**config.mk**
```make
export PLATFORM = sky130hd
export DESIGN_NAME = dark_seam_pixel_statistics_unit
export DESIGN_NICKNAME = d
export VERILOG_FILES = /design/src/hw/rtl/dssu_pkg.sv /design/src/hw/rtl/dssu_cfg.sv /design/src/hw/rtl/dssu_in_stage.sv /design/src/hw/rtl/dssu_accum.sv /design/src/hw/rtl/dark_seam_pixel_statistics_unit.sv
export SDC_FILE = /design/constraint.sdc
export NUM_CORES = 1
export LEC_CHECK = 0
export ABC_AREA = 0
export BUFFER_PORTS_ARGS = -buffer_cell sky130_fd_sc_hd__buf_2
export CAP_MARGIN = 20
export CORE_MARGIN = 2
export CORE_UTILIZATION = 55
export CTS_BUF_LIST = sky130_fd_sc_hd__clkbuf_8 sky130_fd_sc_hd__clkbuf_16
export DETAILED_ROUTE_END_ITERATION = 7
export PLACE_DENSITY = 0.77
export SLEW_MARGIN = 20
export SYNTH_ARGS = -nofsm -noshare
export SYNTH_HDL_FRONTEND = slang
export SYNTH_SLANG_ARGS = --single-unit
```
**constraint.sdc**
```tcl
create_clock -name clk -period 7.85 [get_ports clk]
set_input_delay 1.57 -clock clk [delete_from_list [all_inputs] [get_ports clk]]
set_output_delay 1.57 -clock clk [all_outputs]
set_load 0.005 [all_outputs]
```
**src/hw/rtl/dssu_pkg.sv**
```systemverilog
// shared constants, types and helper functions for the dark seam pixel statistics unit
`default_nettype none
package dssu_pkg;

	// frame geometry limits
	localparam int MAX_WIDTH  = 128;
	localparam int MAX_HEIGHT = 128;

	// counter and geometry widths
	localparam int COL_W = (MAX_WIDTH > 1) ? $clog2(MAX_WIDTH) : 1;
	localparam int ROW_W = (MAX_HEIGHT > 1) ? $clog2(MAX_HEIGHT) : 1;
	localparam int WID_W = $clog2(MAX_WIDTH + 1);
	localparam int HGT_W = $clog2(MAX_HEIGHT + 1);
	localparam int LIM_W = WID_W + HGT_W;

	// configuration register widths
	localparam int THR_W      = 10;
	localparam int FW_CFG_W   = 8;
	localparam int FH_CFG_W   = 8;
	localparam int CFG_DATA_W = 10;
	localparam int CFG_IDX_W  = 2;

	// configuration reset values
	localparam int RST_THRESHOLD = 80;
	localparam int RST_WIDTH     = 128;
	localparam int RST_HEIGHT    = 128;

	// seam found only when total dark count is at most frame size over eight
	localparam int LIM_SHIFT = 3;

	// payload widths
	localparam int PIX_W       = 8;
	localparam int COUNT_W     = 14;
	localparam int SUM_W       = 20;
	localparam int IN_TDATA_W  = 24;
	localparam int OUT_BITS    = 1 + 2 * COUNT_W + 4 * SUM_W;
	localparam int OUT_TDATA_W = ((OUT_BITS + 7) / 8) * 8;

	// configuration register indexes
	typedef enum logic [CFG_IDX_W-1:0] {
		REG_THRESHOLD = 2'd0,
		REG_WIDTH     = 2'd1,
		REG_HEIGHT    = 2'd2
	} cfg_reg_t;

	// effective frame geometry and threshold
	typedef struct packed {
		logic [THR_W-1:0] threshold;
		logic [WID_W-1:0] width;
		logic [WID_W-1:0] half;
		logic [HGT_W-1:0] height;
		logic [LIM_W-1:0] limit;
	} geom_t;

	// pixel held in the input register
	typedef struct packed {
		logic valid;
		logic dark;
	} pix_t;

	// accumulator status for checking
	typedef struct packed {
		logic frame_end;
		logic col_zero;
		logic row_zero;
	} acc_stat_t;

	// saturating increment of a dark count
	function automatic logic [COUNT_W-1:0] sat_count(input logic [COUNT_W-1:0] acc);
		logic [COUNT_W:0] s;
		s = {1'b0, acc} + {{COUNT_W{1'b0}}, 1'b1};
		return s[COUNT_W] ? {COUNT_W{1'b1}} : s[COUNT_W-1:0];
	endfunction

	// saturating add of an index into a sum
	function automatic logic [SUM_W-1:0] sat_sum(input logic [SUM_W-1:0] acc,
			input logic [SUM_W-1:0] v);
		logic [SUM_W:0] s;
		s = {1'b0, acc} + {1'b0, v};
		return s[SUM_W] ? {SUM_W{1'b1}} : s[SUM_W-1:0];
	endfunction

endpackage
`default_nettype wire

```
**src/hw/rtl/dssu_cfg.sv**
```systemverilog
// configuration registers, geometry clamping and registered dark count limit
`default_nettype none
module dssu_cfg (
	input  wire logic                             clk,
	input  wire logic                             arst_n,
	input  wire logic                             cfg_wr_en,
	input  wire logic [dssu_pkg::CFG_IDX_W-1:0]   cfg_index,
	input  wire logic [dssu_pkg::CFG_DATA_W-1:0]  cfg_wdata,
	output dssu_pkg::geom_t                       geom
);

	localparam int WEXT_W = (dssu_pkg::WID_W > dssu_pkg::FW_CFG_W) ?
		dssu_pkg::WID_W : dssu_pkg::FW_CFG_W;
	localparam int HEXT_W = (dssu_pkg::HGT_W > dssu_pkg::FH_CFG_W) ?
		dssu_pkg::HGT_W : dssu_pkg::FH_CFG_W;
	localparam int RST_LIMIT = (dssu_pkg::RST_WIDTH * dssu_pkg::RST_HEIGHT) >>
		dssu_pkg::LIM_SHIFT;

	logic [dssu_pkg::THR_W-1:0]    threshold_q;
	logic [dssu_pkg::FW_CFG_W-1:0] width_q;
	logic [dssu_pkg::FH_CFG_W-1:0] height_q;
	logic [dssu_pkg::LIM_W-1:0]    limit_q;
	logic [WEXT_W-1:0]             w_ext;
	logic [HEXT_W-1:0]             h_ext;
	logic [dssu_pkg::WID_W-1:0]    w_eff;
	logic [dssu_pkg::HGT_W-1:0]    h_eff;
	logic [dssu_pkg::LIM_W-1:0]    area;

	// register writes
	always_ff @(posedge clk or negedge arst_n) begin
		if (!arst_n) begin
			threshold_q <= dssu_pkg::THR_W'(dssu_pkg::RST_THRESHOLD);
			width_q     <= dssu_pkg::FW_CFG_W'(dssu_pkg::RST_WIDTH);
			height_q    <= dssu_pkg::FH_CFG_W'(dssu_pkg::RST_HEIGHT);
		end else if (cfg_wr_en) begin
			unique case (cfg_index)
				dssu_pkg::REG_THRESHOLD: threshold_q <= cfg_wdata[dssu_pkg::THR_W-1:0];
				dssu_pkg::REG_WIDTH:     width_q <= cfg_wdata[dssu_pkg::FW_CFG_W-1:0];
				dssu_pkg::REG_HEIGHT:    height_q <= cfg_wdata[dssu_pkg::FH_CFG_W-1:0];
				default: ;
			endcase
		end
	end

	// clamp width to 2..MAX_WIDTH and height to 1..MAX_HEIGHT
	always_comb begin
		w_ext = WEXT_W'(width_q);
		h_ext = HEXT_W'(height_q);
		if (w_ext < WEXT_W'(2))
			w_eff = dssu_pkg::WID_W'(2);
		else if (w_ext > WEXT_W'(dssu_pkg::MAX_WIDTH))
			w_eff = dssu_pkg::WID_W'(dssu_pkg::MAX_WIDTH);
		else
			w_eff = dssu_pkg::WID_W'(w_ext);
		if (h_ext < HEXT_W'(1))
			h_eff = dssu_pkg::HGT_W'(1);
		else if (h_ext > HEXT_W'(dssu_pkg::MAX_HEIGHT))
			h_eff = dssu_pkg::HGT_W'(dssu_pkg::MAX_HEIGHT);
		else
			h_eff = dssu_pkg::HGT_W'(h_ext);
		area = dssu_pkg::LIM_W'(w_eff) * dssu_pkg::LIM_W'(h_eff);
	end

	// frame size over eight, registered off the multiplier
	always_ff @(posedge clk or negedge arst_n) begin
		if (!arst_n)
			limit_q <= dssu_pkg::LIM_W'(RST_LIMIT);
		else
			limit_q <= area >> dssu_pkg::LIM_SHIFT;
	end

	assign geom.threshold = threshold_q;
	assign geom.width     = w_eff;
	assign geom.half      = w_eff >> 1;
	assign geom.height    = h_eff;
	assign geom.limit     = limit_q;

endmodule
`default_nettype wire

```
**src/hw/rtl/dssu_in_stage.sv**
```systemverilog
// input register: takes a pixel and registers its dark flag
`default_nettype none
module dssu_in_stage (
	input  wire logic                              clk,
	input  wire logic                              arst_n,
	input  wire logic                              s_tvalid,
	output logic                                   s_tready,
	input  wire logic [dssu_pkg::IN_TDATA_W-1:0]   s_tdata,
	input  wire logic [dssu_pkg::THR_W-1:0]        threshold,
	input  wire logic                              s1_done,
	output dssu_pkg::pix_t                         pix_s1
);

	logic                       valid_s1;
	logic                       dark_s1;
	logic [dssu_pkg::THR_W-1:0] rgb_sum;

	// r + g + b in ten bits
	always_comb begin
		rgb_sum = dssu_pkg::THR_W'(s_tdata[7:0]) + dssu_pkg::THR_W'(s_tdata[15:8]) +
			dssu_pkg::THR_W'(s_tdata[23:16]);
	end

	// register is free when empty or its pixel completes this cycle
	assign s_tready = !valid_s1 || s1_done;

	always_ff @(posedge clk or negedge arst_n) begin
		if (!arst_n) begin
			valid_s1 <= 1'b0;
			dark_s1  <= 1'b0;
		end else if (s_tready) begin
			valid_s1 <= s_tvalid;
			dark_s1  <= rgb_sum < threshold;
		end
	end

	assign pix_s1.valid = valid_s1;
	assign pix_s1.dark  = dark_s1;

endmodule
`default_nettype wire

```
**src/hw/rtl/dssu_accum.sv**
```systemverilog
// position counters, half accumulators, found decision and result register
`default_nettype none
module dssu_accum (
	input  wire logic                               clk,
	input  wire logic                               arst_n,
	input  wire dssu_pkg::geom_t                    geom,
	input  wire dssu_pkg::pix_t                     pix_s1,
	output logic                                    s1_done,
	output logic                                    m_tvalid,
	input  wire logic                               m_tready,
	output logic [dssu_pkg::OUT_TDATA_W-1:0]        m_tdata,
	output dssu_pkg::acc_stat_t                     stat
);

	localparam int TOT_W = dssu_pkg::COUNT_W + 1;

	logic [dssu_pkg::COL_W-1:0]   col_q;
	logic [dssu_pkg::ROW_W-1:0]   row_q;
	logic [dssu_pkg::COUNT_W-1:0] lcnt_q, rcnt_q, lcnt_n, rcnt_n;
	logic [dssu_pkg::SUM_W-1:0]   lrow_q, lcol_q, rrow_q, rcol_q;
	logic [dssu_pkg::SUM_W-1:0]   lrow_n, lcol_n, rrow_n, rcol_n;
	logic [dssu_pkg::WID_W-1:0]   col_inc;
	logic [dssu_pkg::HGT_W-1:0]   row_inc;
	logic                         col_wrap, row_wrap, last_pix;
	logic                         hit_l, hit_r;
	logic [TOT_W-1:0]             total;
	logic                         found;
	logic                         out_free;
	logic                         out_valid_q;
	logic [dssu_pkg::OUT_BITS-1:0] out_data_q;

	// position and next accumulator values
	always_comb begin
		col_inc  = dssu_pkg::WID_W'(col_q) + dssu_pkg::WID_W'(1);
		row_inc  = dssu_pkg::HGT_W'(row_q) + dssu_pkg::HGT_W'(1);
		col_wrap = !(col_inc < geom.width);
		row_wrap = !(row_inc < geom.height);
		last_pix = col_wrap && row_wrap;
		hit_l    = pix_s1.dark && (dssu_pkg::WID_W'(col_q) < geom.half);
		hit_r    = pix_s1.dark && !(dssu_pkg::WID_W'(col_q) < geom.half);
		lcnt_n   = hit_l ? dssu_pkg::sat_count(lcnt_q) : lcnt_q;
		lrow_n   = hit_l ? dssu_pkg::sat_sum(lrow_q, dssu_pkg::SUM_W'(row_q)) : lrow_q;
		lcol_n   = hit_l ? dssu_pkg::sat_sum(lcol_q, dssu_pkg::SUM_W'(col_q)) : lcol_q;
		rcnt_n   = hit_r ? dssu_pkg::sat_count(rcnt_q) : rcnt_q;
		rrow_n   = hit_r ? dssu_pkg::sat_sum(rrow_q, dssu_pkg::SUM_W'(row_q)) : rrow_q;
		rcol_n   = hit_r ? dssu_pkg::sat_sum(rcol_q, dssu_pkg::SUM_W'(col_q)) : rcol_q;
	end

	// seam decision on the frame totals
	always_comb begin
		total = TOT_W'(lcnt_n) + TOT_W'(rcnt_n);
		found = (lcnt_n != '0) && (rcnt_n != '0) &&
			(32'(total) > 32'(geom.width)) && (32'(total) <= 32'(geom.limit));
	end

	// pixel completes unless it closes a frame while the result is still held
	assign out_free = !out_valid_q || m_tready;
	assign s1_done  = pix_s1.valid && (!last_pix || out_free);

	// counters and accumulators
	always_ff @(posedge clk or negedge arst_n) begin
		if (!arst_n) begin
			col_q  <= '0;
			row_q  <= '0;
			lcnt_q <= '0;
			rcnt_q <= '0;
			lrow_q <= '0;
			lcol_q <= '0;
			rrow_q <= '0;
			rcol_q <= '0;
		end else if (s1_done) begin
			col_q <= col_wrap ? '0 : dssu_pkg::COL_W'(col_inc);
			if (col_wrap)
				row_q <= row_wrap ? '0 : dssu_pkg::ROW_W'(row_inc);
			if (last_pix) begin
				lcnt_q <= '0;
				rcnt_q <= '0;
				lrow_q <= '0;
				lcol_q <= '0;
				rrow_q <= '0;
				rcol_q <= '0;
			end else begin
				lcnt_q <= lcnt_n;
				rcnt_q <= rcnt_n;
				lrow_q <= lrow_n;
				lcol_q <= lcol_n;
				rrow_q <= rrow_n;
				rcol_q <= rcol_n;
			end
		end
	end

	// result valid flag
	always_ff @(posedge clk or negedge arst_n) begin
		if (!arst_n)
			out_valid_q <= 1'b0;
		else if (s1_done && last_pix)
			out_valid_q <= 1'b1;
		else if (m_tready)
			out_valid_q <= 1'b0;
	end

	// result payload
	always_ff @(posedge clk) begin
		if (s1_done && last_pix)
			out_data_q <= {rcol_n, rrow_n, lcol_n, lrow_n, rcnt_n, lcnt_n, found};
	end

	assign m_tvalid = out_valid_q;
	assign m_tdata  = dssu_pkg::OUT_TDATA_W'(out_data_q);

	assign stat.frame_end = s1_done && last_pix;
	assign stat.col_zero  = (col_q == '0);
	assign stat.row_zero  = (row_q == '0);

endmodule
`default_nettype wire

```
**src/hw/rtl/dark_seam_pixel_statistics_unit.sv**
```systemverilog
// Top level: dark pixel seam statistics over a raster-order RGB frame.
// Throughput: one pixel per clock; input register, then one accumulate stage into the
// result register. The only stall is a frame end while the previous result is still held.
// Result: the last pixel of a frame goes from the input register through the accumulate
// stage into the result register, where the frame result is then presented as valid.
// Reset (arst_n low): counters, accumulators and handshake flags clear at once and the
// configuration returns to threshold 80, width 128, height 128.
`default_nettype none
module dark_seam_pixel_statistics_unit (
	input  wire logic                              clk,
	input  wire logic                              arst_n,
	// configuration write port
	input  wire logic                              cfg_wr_en,
	input  wire logic [dssu_pkg::CFG_IDX_W-1:0]    cfg_index,
	input  wire logic [dssu_pkg::CFG_DATA_W-1:0]   cfg_wdata,
	// pixel stream
	input  wire logic                              s_tvalid,
	output logic                                   s_tready,
	// pixel_red [7:0], pixel_green [15:8], pixel_blue [23:16]
	input  wire logic [dssu_pkg::IN_TDATA_W-1:0]   s_tdata,
	// result stream
	output logic                                   m_tvalid,
	input  wire logic                              m_tready,
	// line_found [0], left_dark_count [14:1], right_dark_count [28:15],
	// left_row_sum [48:29], left_col_sum [68:49], right_row_sum [88:69],
	// right_col_sum [108:89], zero [111:109]
	output logic [dssu_pkg::OUT_TDATA_W-1:0]       m_tdata
);

	dssu_pkg::geom_t     geom;
	dssu_pkg::pix_t      pix_s1;
	dssu_pkg::acc_stat_t stat;
	logic                s1_done;

	// configuration
	dssu_cfg u_cfg (
		.clk       (clk),
		.arst_n    (arst_n),
		.cfg_wr_en (cfg_wr_en),
		.cfg_index (cfg_index),
		.cfg_wdata (cfg_wdata),
		.geom      (geom)
	);

	// input register
	dssu_in_stage u_in (
		.clk       (clk),
		.arst_n    (arst_n),
		.s_tvalid  (s_tvalid),
		.s_tready  (s_tready),
		.s_tdata   (s_tdata),
		.threshold (geom.threshold),
		.s1_done   (s1_done),
		.pix_s1    (pix_s1)
	);

	// accumulation and result register
	dssu_accum u_acc (
		.clk      (clk),
		.arst_n   (arst_n),
		.geom     (geom),
		.pix_s1   (pix_s1),
		.s1_done  (s1_done),
		.m_tvalid (m_tvalid),
		.m_tready (m_tready),
		.m_tdata  (m_tdata),
		.stat     (stat)
	);

	// input only stalls behind a held result
	a_stall_cause: assert property (@(posedge clk) disable iff (!arst_n)
		!s_tready |-> (m_tvalid && !m_tready))
		else $error("input stalled without output back pressure");

	// frame end restarts the raster position and presents a result
	a_frame_restart: assert property (@(posedge clk) disable iff (!arst_n)
		stat.frame_end |=> (stat.col_zero && stat.row_zero && m_tvalid))
		else $error("frame end did not restart position or load result");

	// a found seam has dark pixels in both halves
	a_found_halves: assert property (@(posedge clk) disable iff (!arst_n)
		(m_tvalid && m_tdata[0]) |-> ((m_tdata[14:1] != '0) && (m_tdata[28:15] != '0)))
		else $error("seam flagged with an empty half");

endmodule
`default_nettype wire
```
==> results.cfg, run 1 <==
[critical_path]
cp_data_arrival_time_ns = 7.00
crit_top_cell = a21oi_1
critPathRequiredTime_ns = 8.28
crit_type = reg -> reg
cp-end-kind = flip-flop
critical_path.max_fanout = 12
startpoint_type = flip-flop
slowest_stage = nor2_1
crit_path_max_incr_delay_ns = 0.60

[yosys]
synth_compound_area_frac = 0.169
yosys.area.top_type = dfrtp_1
synthTopCellsByCount = nand2_1, dfrtp_1, ha_1, inv_1, edfxtp_1
synth_edf_count = 109
ys.flop_type = dfrtp_1
netlist_instances = 1667
async_flop_share = 0.601
synth_mux_area_frac = 0.0206
synth_top_area_frac = 0.232
yosys.area_share.simple = 0.139
synth_cell_type_count = 82
yosys_warnings = 0
synth_area_um2 = 17100
synth_top_family_by_area = compound AO/OA/AOI/OAI gates
synthXorXnorAreaFrac = 0.0414
ys_seq_area_frac = 0.431
avgSynthCellArea_um2 = 10.3
synth_fa_ha_area_frac = 0.155
synth_area_leaders = dfrtp_1, edfxtp_1, ha_1
yosysMostFrequentCell = nand2_1
synth_seq_cells = 273

[detailed_routing]
drtIter0Drc = 1165
route.detailed.drc = 0
drtPass1Iterations = 5
wl_per_cell_um = 18.0
routed_via_density = 5.97
via_count = 13300
ant_nets = 0
drt_wl_total_um = 40100

[die]
ios = 155
die_x_um = 180
initial_utilization = 0.560
core.rowCount = 64
coreArea_um2 = 30600
die-height_um = 180
dieArea_um2 = 32600

[pwr]
p_sw_mw = 2.27
share_comb_of_total_power = 0.423
power_frac_seq = 0.332
leakagePower_nw = 8.98
p_int_mw = 3.64
pwr_density_cell_nw_per_um2 = 306
peakVddDrop_v = 0.000227
p_clk_frac = 0.245
p_sw_frac = 0.384

[finish]
drive_above_1_share = 0.148
n_fill_cell = 2448
antenna_cells = 0
nets = 2039
area_growth_pct = 12.8

[status]
status = finished, final reports clean

[clocking]
postCtsResizedCells = 0
tritoncts = done
h-tree-depth = 1
clockRootBuffer = clkbuf_16
cts_made_buffers = 29
clkTransAtPathRegs_ns = 0.06
cts.sinks = 273
ctsHoldBuffers = 0
insertion_delay_ns = 0.57
clk_path_buf_depth = 3
post-cts-setup-buffers = 0

[timing]
tightest_slew_ns = 0.887
clock_skew_ns = 0.0209
slew_violations = 0
fin_setup_tns_ns = 0
slew_headroom = 0.399
timing_hold_violations_final = 0
whs_ns = 0.519
fin_crit_sh = 0.836
setup_violations = 0
rsz0062_at_grt = no
period_minus_slack_ns = 6.56
clock.fmax_ghz = 0.152

[grt]
grt_pass1_wl_um = 66600
antenna_found_initial = 0
gr-total-overflow = 0
grt_pass1_vias = 13200
grt_max_degree = 100
grt_usage = 0.246

[place]
portBuffers = 151
dp_hpwl_um = 28600
gp_congestion = 0.884

[flow_run]
cap_violations = 0

[min_path]
min_path_type = reg -> reg
## flip-flops by register name, summed over array words and instances, names as in the netlist, 10 cells and up
signal,count
u_acc.out_data_q,109
u_acc.lcol_q,20
u_acc.lrow_q,20
u_acc.rcol_q,20
u_acc.rrow_q,20
u_acc.lcnt_q,14
u_acc.rcnt_q,14
u_cfg.limit_q,13
u_cfg.threshold_q,10
## logic make-up after synthesis
logic type | count (synthesis)
compound gates | 415
buf+inv | 190
flops | 273
simple gates | 489
xor+xnor | 81
mux | 31
fa+ha+maj | 187
other cells | 1
## final cells by class
cell class / count / area, µm² / share of cell area
multi-input cells: 1206 / 9050 / 0.468
flip-flops and latches: 273 / 7380 / 0.382
repair buffers: 164 / 863 / 0.0447
clock buffers: 31 / 753 / 0.0390
inverters: 138 / 520 / 0.0269
well taps: 396 / 495 / 0.0256
clock inverters: 23 / 254 / 0.0131
## per-stage QoR
stage,cells,total power [mW],util,worst slack [ns],instance area [µm²]
detailed placement,2177,4.43,0.598,1.46,18300
finish,2231,5.91,0.632,1.29,19300
global route,2231,6.32,0.632,0.801,19300
CTS,2231,5.89,0.631,1.43,19300
floorplan,1669,3.76,-,1.37,17100
global placement,2177,4.33,0.598,1.80,18300
## final timing paths
path / startpoint / endpoint / slack [ns] / cells after the start
max: u_cfg.w_ext[7] / u_acc.out_data_q[0] / 1.29 / 25
min: u_cfg.threshold_q[6] / u_cfg.threshold_q[6] / 0.52 / 2
max reg2reg: u_cfg.w_ext[7] / u_acc.out_data_q[0] / 1.29 / 25
min reg2reg: u_cfg.threshold_q[6] / u_cfg.threshold_q[6] / 0.52 / 2
max in group asynchronous: arst_n / u_acc.col_q[3] / 5.67 / 2
min in group asynchronous: arst_n / u_acc.lcol_q[10] / 0.97 / 1
## cell usage in the layout, fill, tap and decap left out, types with 6 or more instances in the layout
master,netlist,final
xnor2_1,51,51
nor2_1,106,105
a31oi_1,25,25
xor2_1,30,30
buf_2,4,150
mux2i_1,6,6
inv_1,135,138
o211ai_1,13,13
clkbuf_16,0,29
nor2b_1,30,30
nand3b_1,7,7
dfrtp_1,159,159
fa_1,43,43
nand4_1,22,22
a21o_1,25,25
mux2_2,24,24
o21bai_1,9,9
o21ai_1,7,6
a21oi_1,82,81
nand2_1,164,164
o21ai_0,86,86
and3_1,25,25
and2_1,9,9
ha_1,143,143
nor3_1,18,18
or3_1,13,13
o21a_1,15,15
nand3_1,50,50
clkinvlp_4,0,6
buf_4,4,12
a22o_1,100,100
a41oi_1,6,6
nand2b_1,18,18
edfxtp_1,109,109
## routing by layer
metal,wire (µm),vias up,GRT usage,share of wire
met4,796,0,0.0590,0.020
met1,17200,6505,0.337,0.43
met2,19500,460,0.415,0.49
li1,-,6283,-,-
met3,2550,69,0.0346,0.064
met5,0,-,0,0
## critical path: cells and delay by family (launching register included)
family / cells / cell delay [ns]
AO/OA/AOI/OAI: 10 / 1.89
adder cells (fa/ha/maj): 4 / 1.28
AND/OR/NAND/NOR: 8 / 2.30
flip-flops: 1 / 0.44
buffers and inverters: 2 / 0.36
XOR/XNOR: 1 / 0.17
## power by group through the flow
stage | sequential [mW] | clock [mW] | combinational (mW)
finish | 1.96 | 1.45 | 2.50
global route | 1.99 | 1.52 | 2.81
CTS | 1.95 | 1.46 | 2.47
detailed placement | 1.98 | 0 | 2.45
global placement | 1.97 | 0 | 2.36
floorplan | 1.91 | 0 | 1.85
(Power assumes the default switching activity.)
==> run 2, diff against run 1 <==
--- a/config.mk
+++ b/config.mk
@@ -9,10 +9,10 @@
 export BUFFER_PORTS_ARGS = -buffer_cell sky130_fd_sc_hd__buf_2
 export CAP_MARGIN = 20
 export CORE_MARGIN = 2
-export CORE_UTILIZATION = 55
+export CORE_UTILIZATION = 60
 export CTS_BUF_LIST = sky130_fd_sc_hd__clkbuf_8 sky130_fd_sc_hd__clkbuf_16
 export DETAILED_ROUTE_END_ITERATION = 7
-export PLACE_DENSITY = 0.77
+export PLACE_DENSITY = 0.79
 export SLEW_MARGIN = 20
 export SYNTH_ARGS = -nofsm -noshare
 export SYNTH_HDL_FRONTEND = slang
==> constraint.sdc (replaced) <==
create_clock -name clk -period 6.7 [get_ports clk]
set_input_delay 1.34 -clock clk [delete_from_list [all_inputs] [get_ports clk]]
set_output_delay 1.34 -clock clk [all_outputs]
set_load 0.005 [all_outputs]
==> results.cfg, run 2 (synthesized netlist as in run 1, its figures left out) <==
[grt]
grt_pass1_vias = 13000
grt_usage = 0.262
antenna_found_initial = 0
gr-total-overflow = 0
grt_pass1_wl_um = 65100
grt_max_degree = 112

[clocking]
tritoncts = done
clk_path_buf_depth = 3
clkTransAtPathRegs_ns = 0.06
clockRootBuffer = clkbuf_16
insertion_delay_ns = 0.57
cts.sinks = 273
h-tree-depth = 1
cts_made_buffers = 30

[timing]
rsz0062_at_grt = no
setup_violations = 0
timing_hold_violations_final = 0
clock.fmax_ghz = 0.161
slew_headroom = 0.380
fin_setup_tns_ns = 0
fin_crit_sh = 0.926
slew_violations = 0
tightest_slew_ns = 0.930
whs_ns = 0.513
period_minus_slack_ns = 6.20
clock_skew_ns = 0.0346

[finish]
drive_above_1_share = 0.152
layout_commonest_cell = nand2_1
antenna_cells = 0
final_cells = 2224
final_cell_mix = nand2_1, dfrtp_1, buf_2
n_fill_cell = 2152
largest_register_ffs = 109
regMostFlops = u_acc.out_data_q
area_growth_pct = 13.0
utilization = 0.693
nets = 2049

[detailed_routing]
via_count = 13300
routed_via_density = 5.98
drtIter0Drc = 1047
drt_wl_total_um = 39200
route.detailed.drc = 0
ant_nets = 0
drtPass1Iterations = 6
wl_per_cell_um = 17.6

[die]
coreArea_um2 = 27900
initial_utilization = 0.613
ios = 155
dieArea_um2 = 29900
core.rowCount = 61
die-height_um = 173
die_x_um = 173

[place]
dp_hpwl_um = 28000
portBuffers = 151
gp_congestion = 0.932
placedCellCount = 2168

[pwr]
power_frac_seq = 0.333
leakagePower_nw = 9.06
peakVddDrop_v = 0.000264
p_sw_frac = 0.383
share_comb_of_total_power = 0.429
power_mw = 6.88
p_sw_mw = 2.63
p_clk_frac = 0.237
pwr_density_cell_nw_per_um2 = 355
p_int_mw = 4.24

[critical_path]
critPathRequiredTime_ns = 7.13
critical_path.max_fanout = 11
cp-end-kind = flip-flop
crit_type = reg -> reg
startpoint_type = flip-flop
cp_data_arrival_time_ns = 6.64

[min_path]
min_path_type = reg -> reg

[status]
status = finished, final reports clean

[flow_run]
cap_violations = 0
run 2: area by class of cell:
type / instances / area, µm² / area share
flip-flops and latches: 273 / 7380 / 0.381
inverters: 138 / 520 / 0.0269
repair buffers: 173 / 942 / 0.0487
clock buffers: 37 / 870 / 0.0449
clock inverters: 19 / 120 / 0.00620
multi-input cells: 1206 / 9050 / 0.468
well taps: 378 / 473 / 0.0244
run 2: stage by stage:
stage               instance area, µm²  worst slack, ns
CTS                              19400            0.476
detailed placement               18400            0.500
global route                     19400           0.0612
floorplan                        17100            0.219
global placement                 18400            0.794
finish                           19400            0.496
run 2: final timing paths:
| kind | start | to | slack [ns] | cells after the start |
|---|---|---|---|---|
| setup / recovery | u_cfg.w_ext[4] | u_acc.out_data_q[0] | 0.50 | 24 |
| hold / removal | u_acc.rrow_q[15] | u_acc.rrow_q[15] | 0.51 | 1 |
| setup reg to reg | u_cfg.w_ext[4] | u_acc.out_data_q[0] | 0.50 | 24 |
| hold reg to reg | u_acc.rrow_q[15] | u_acc.rrow_q[15] | 0.51 | 1 |
| max in group asynchronous | arst_n | u_acc.lcol_q[4] | 4.44 | 2 |
| min in group asynchronous | arst_n | u_acc.rcol_q[5] | 0.91 | 1 |
run 2: worst max-delay path, stage by stage (launching register included):
cell       delay (ns)
dfrtp_1          0.42
nor2b_1          0.49
inv_1            0.24
ha_1             0.34
nand4_1          0.15
or2_2            0.34
o211ai_1         0.32
nand2_1          0.32
o21ai_0          0.39
ha_1             0.29
a21oi_1          0.13
maj3_2           0.23
o31ai_2          0.11
a21oi_2          0.21
o21ai_1          0.10
a211oi_1         0.30
nor3_2           0.08
ha_1             0.32
nand4_1          0.09
nor3_1           0.38
and3b_1          0.24
o21ai_0          0.19
o221ai_1         0.13
o2111ai_1        0.09
and4b_1          0.21
run 2: power groups by stage:
stage / clock [mW] / combinational (mW) / sequential (mW)
after global routing: 1.72 / 3.32 / 2.32
after detailed placement: 0 / 2.88 / 2.31
after CTS: 1.65 / 2.92 / 2.28
after global placement: 0 / 2.82 / 2.30
final: 1.63 / 2.95 / 2.29
after floorplan: 0 / 2.17 / 2.24
run 2: timing repair:
action                                  in CTS  in global routing
buffers inserted                             0                  0
endpoints found under the setup margin       0                  1
hold buffers                                 0                  0
hold endpoints to repair                     0                  0
resized for setup                            0                  1
run 2: metal layers:
metal / share of wire / routed length [µm] / track usage
met5: 0 / 0 / 0
met3: 0.060 / 2350 / 0.0383
met4: 0.020 / 769 / 0.0643
met2: 0.47 / 18600 / 0.437
met1: 0.45 / 17500 / 0.364
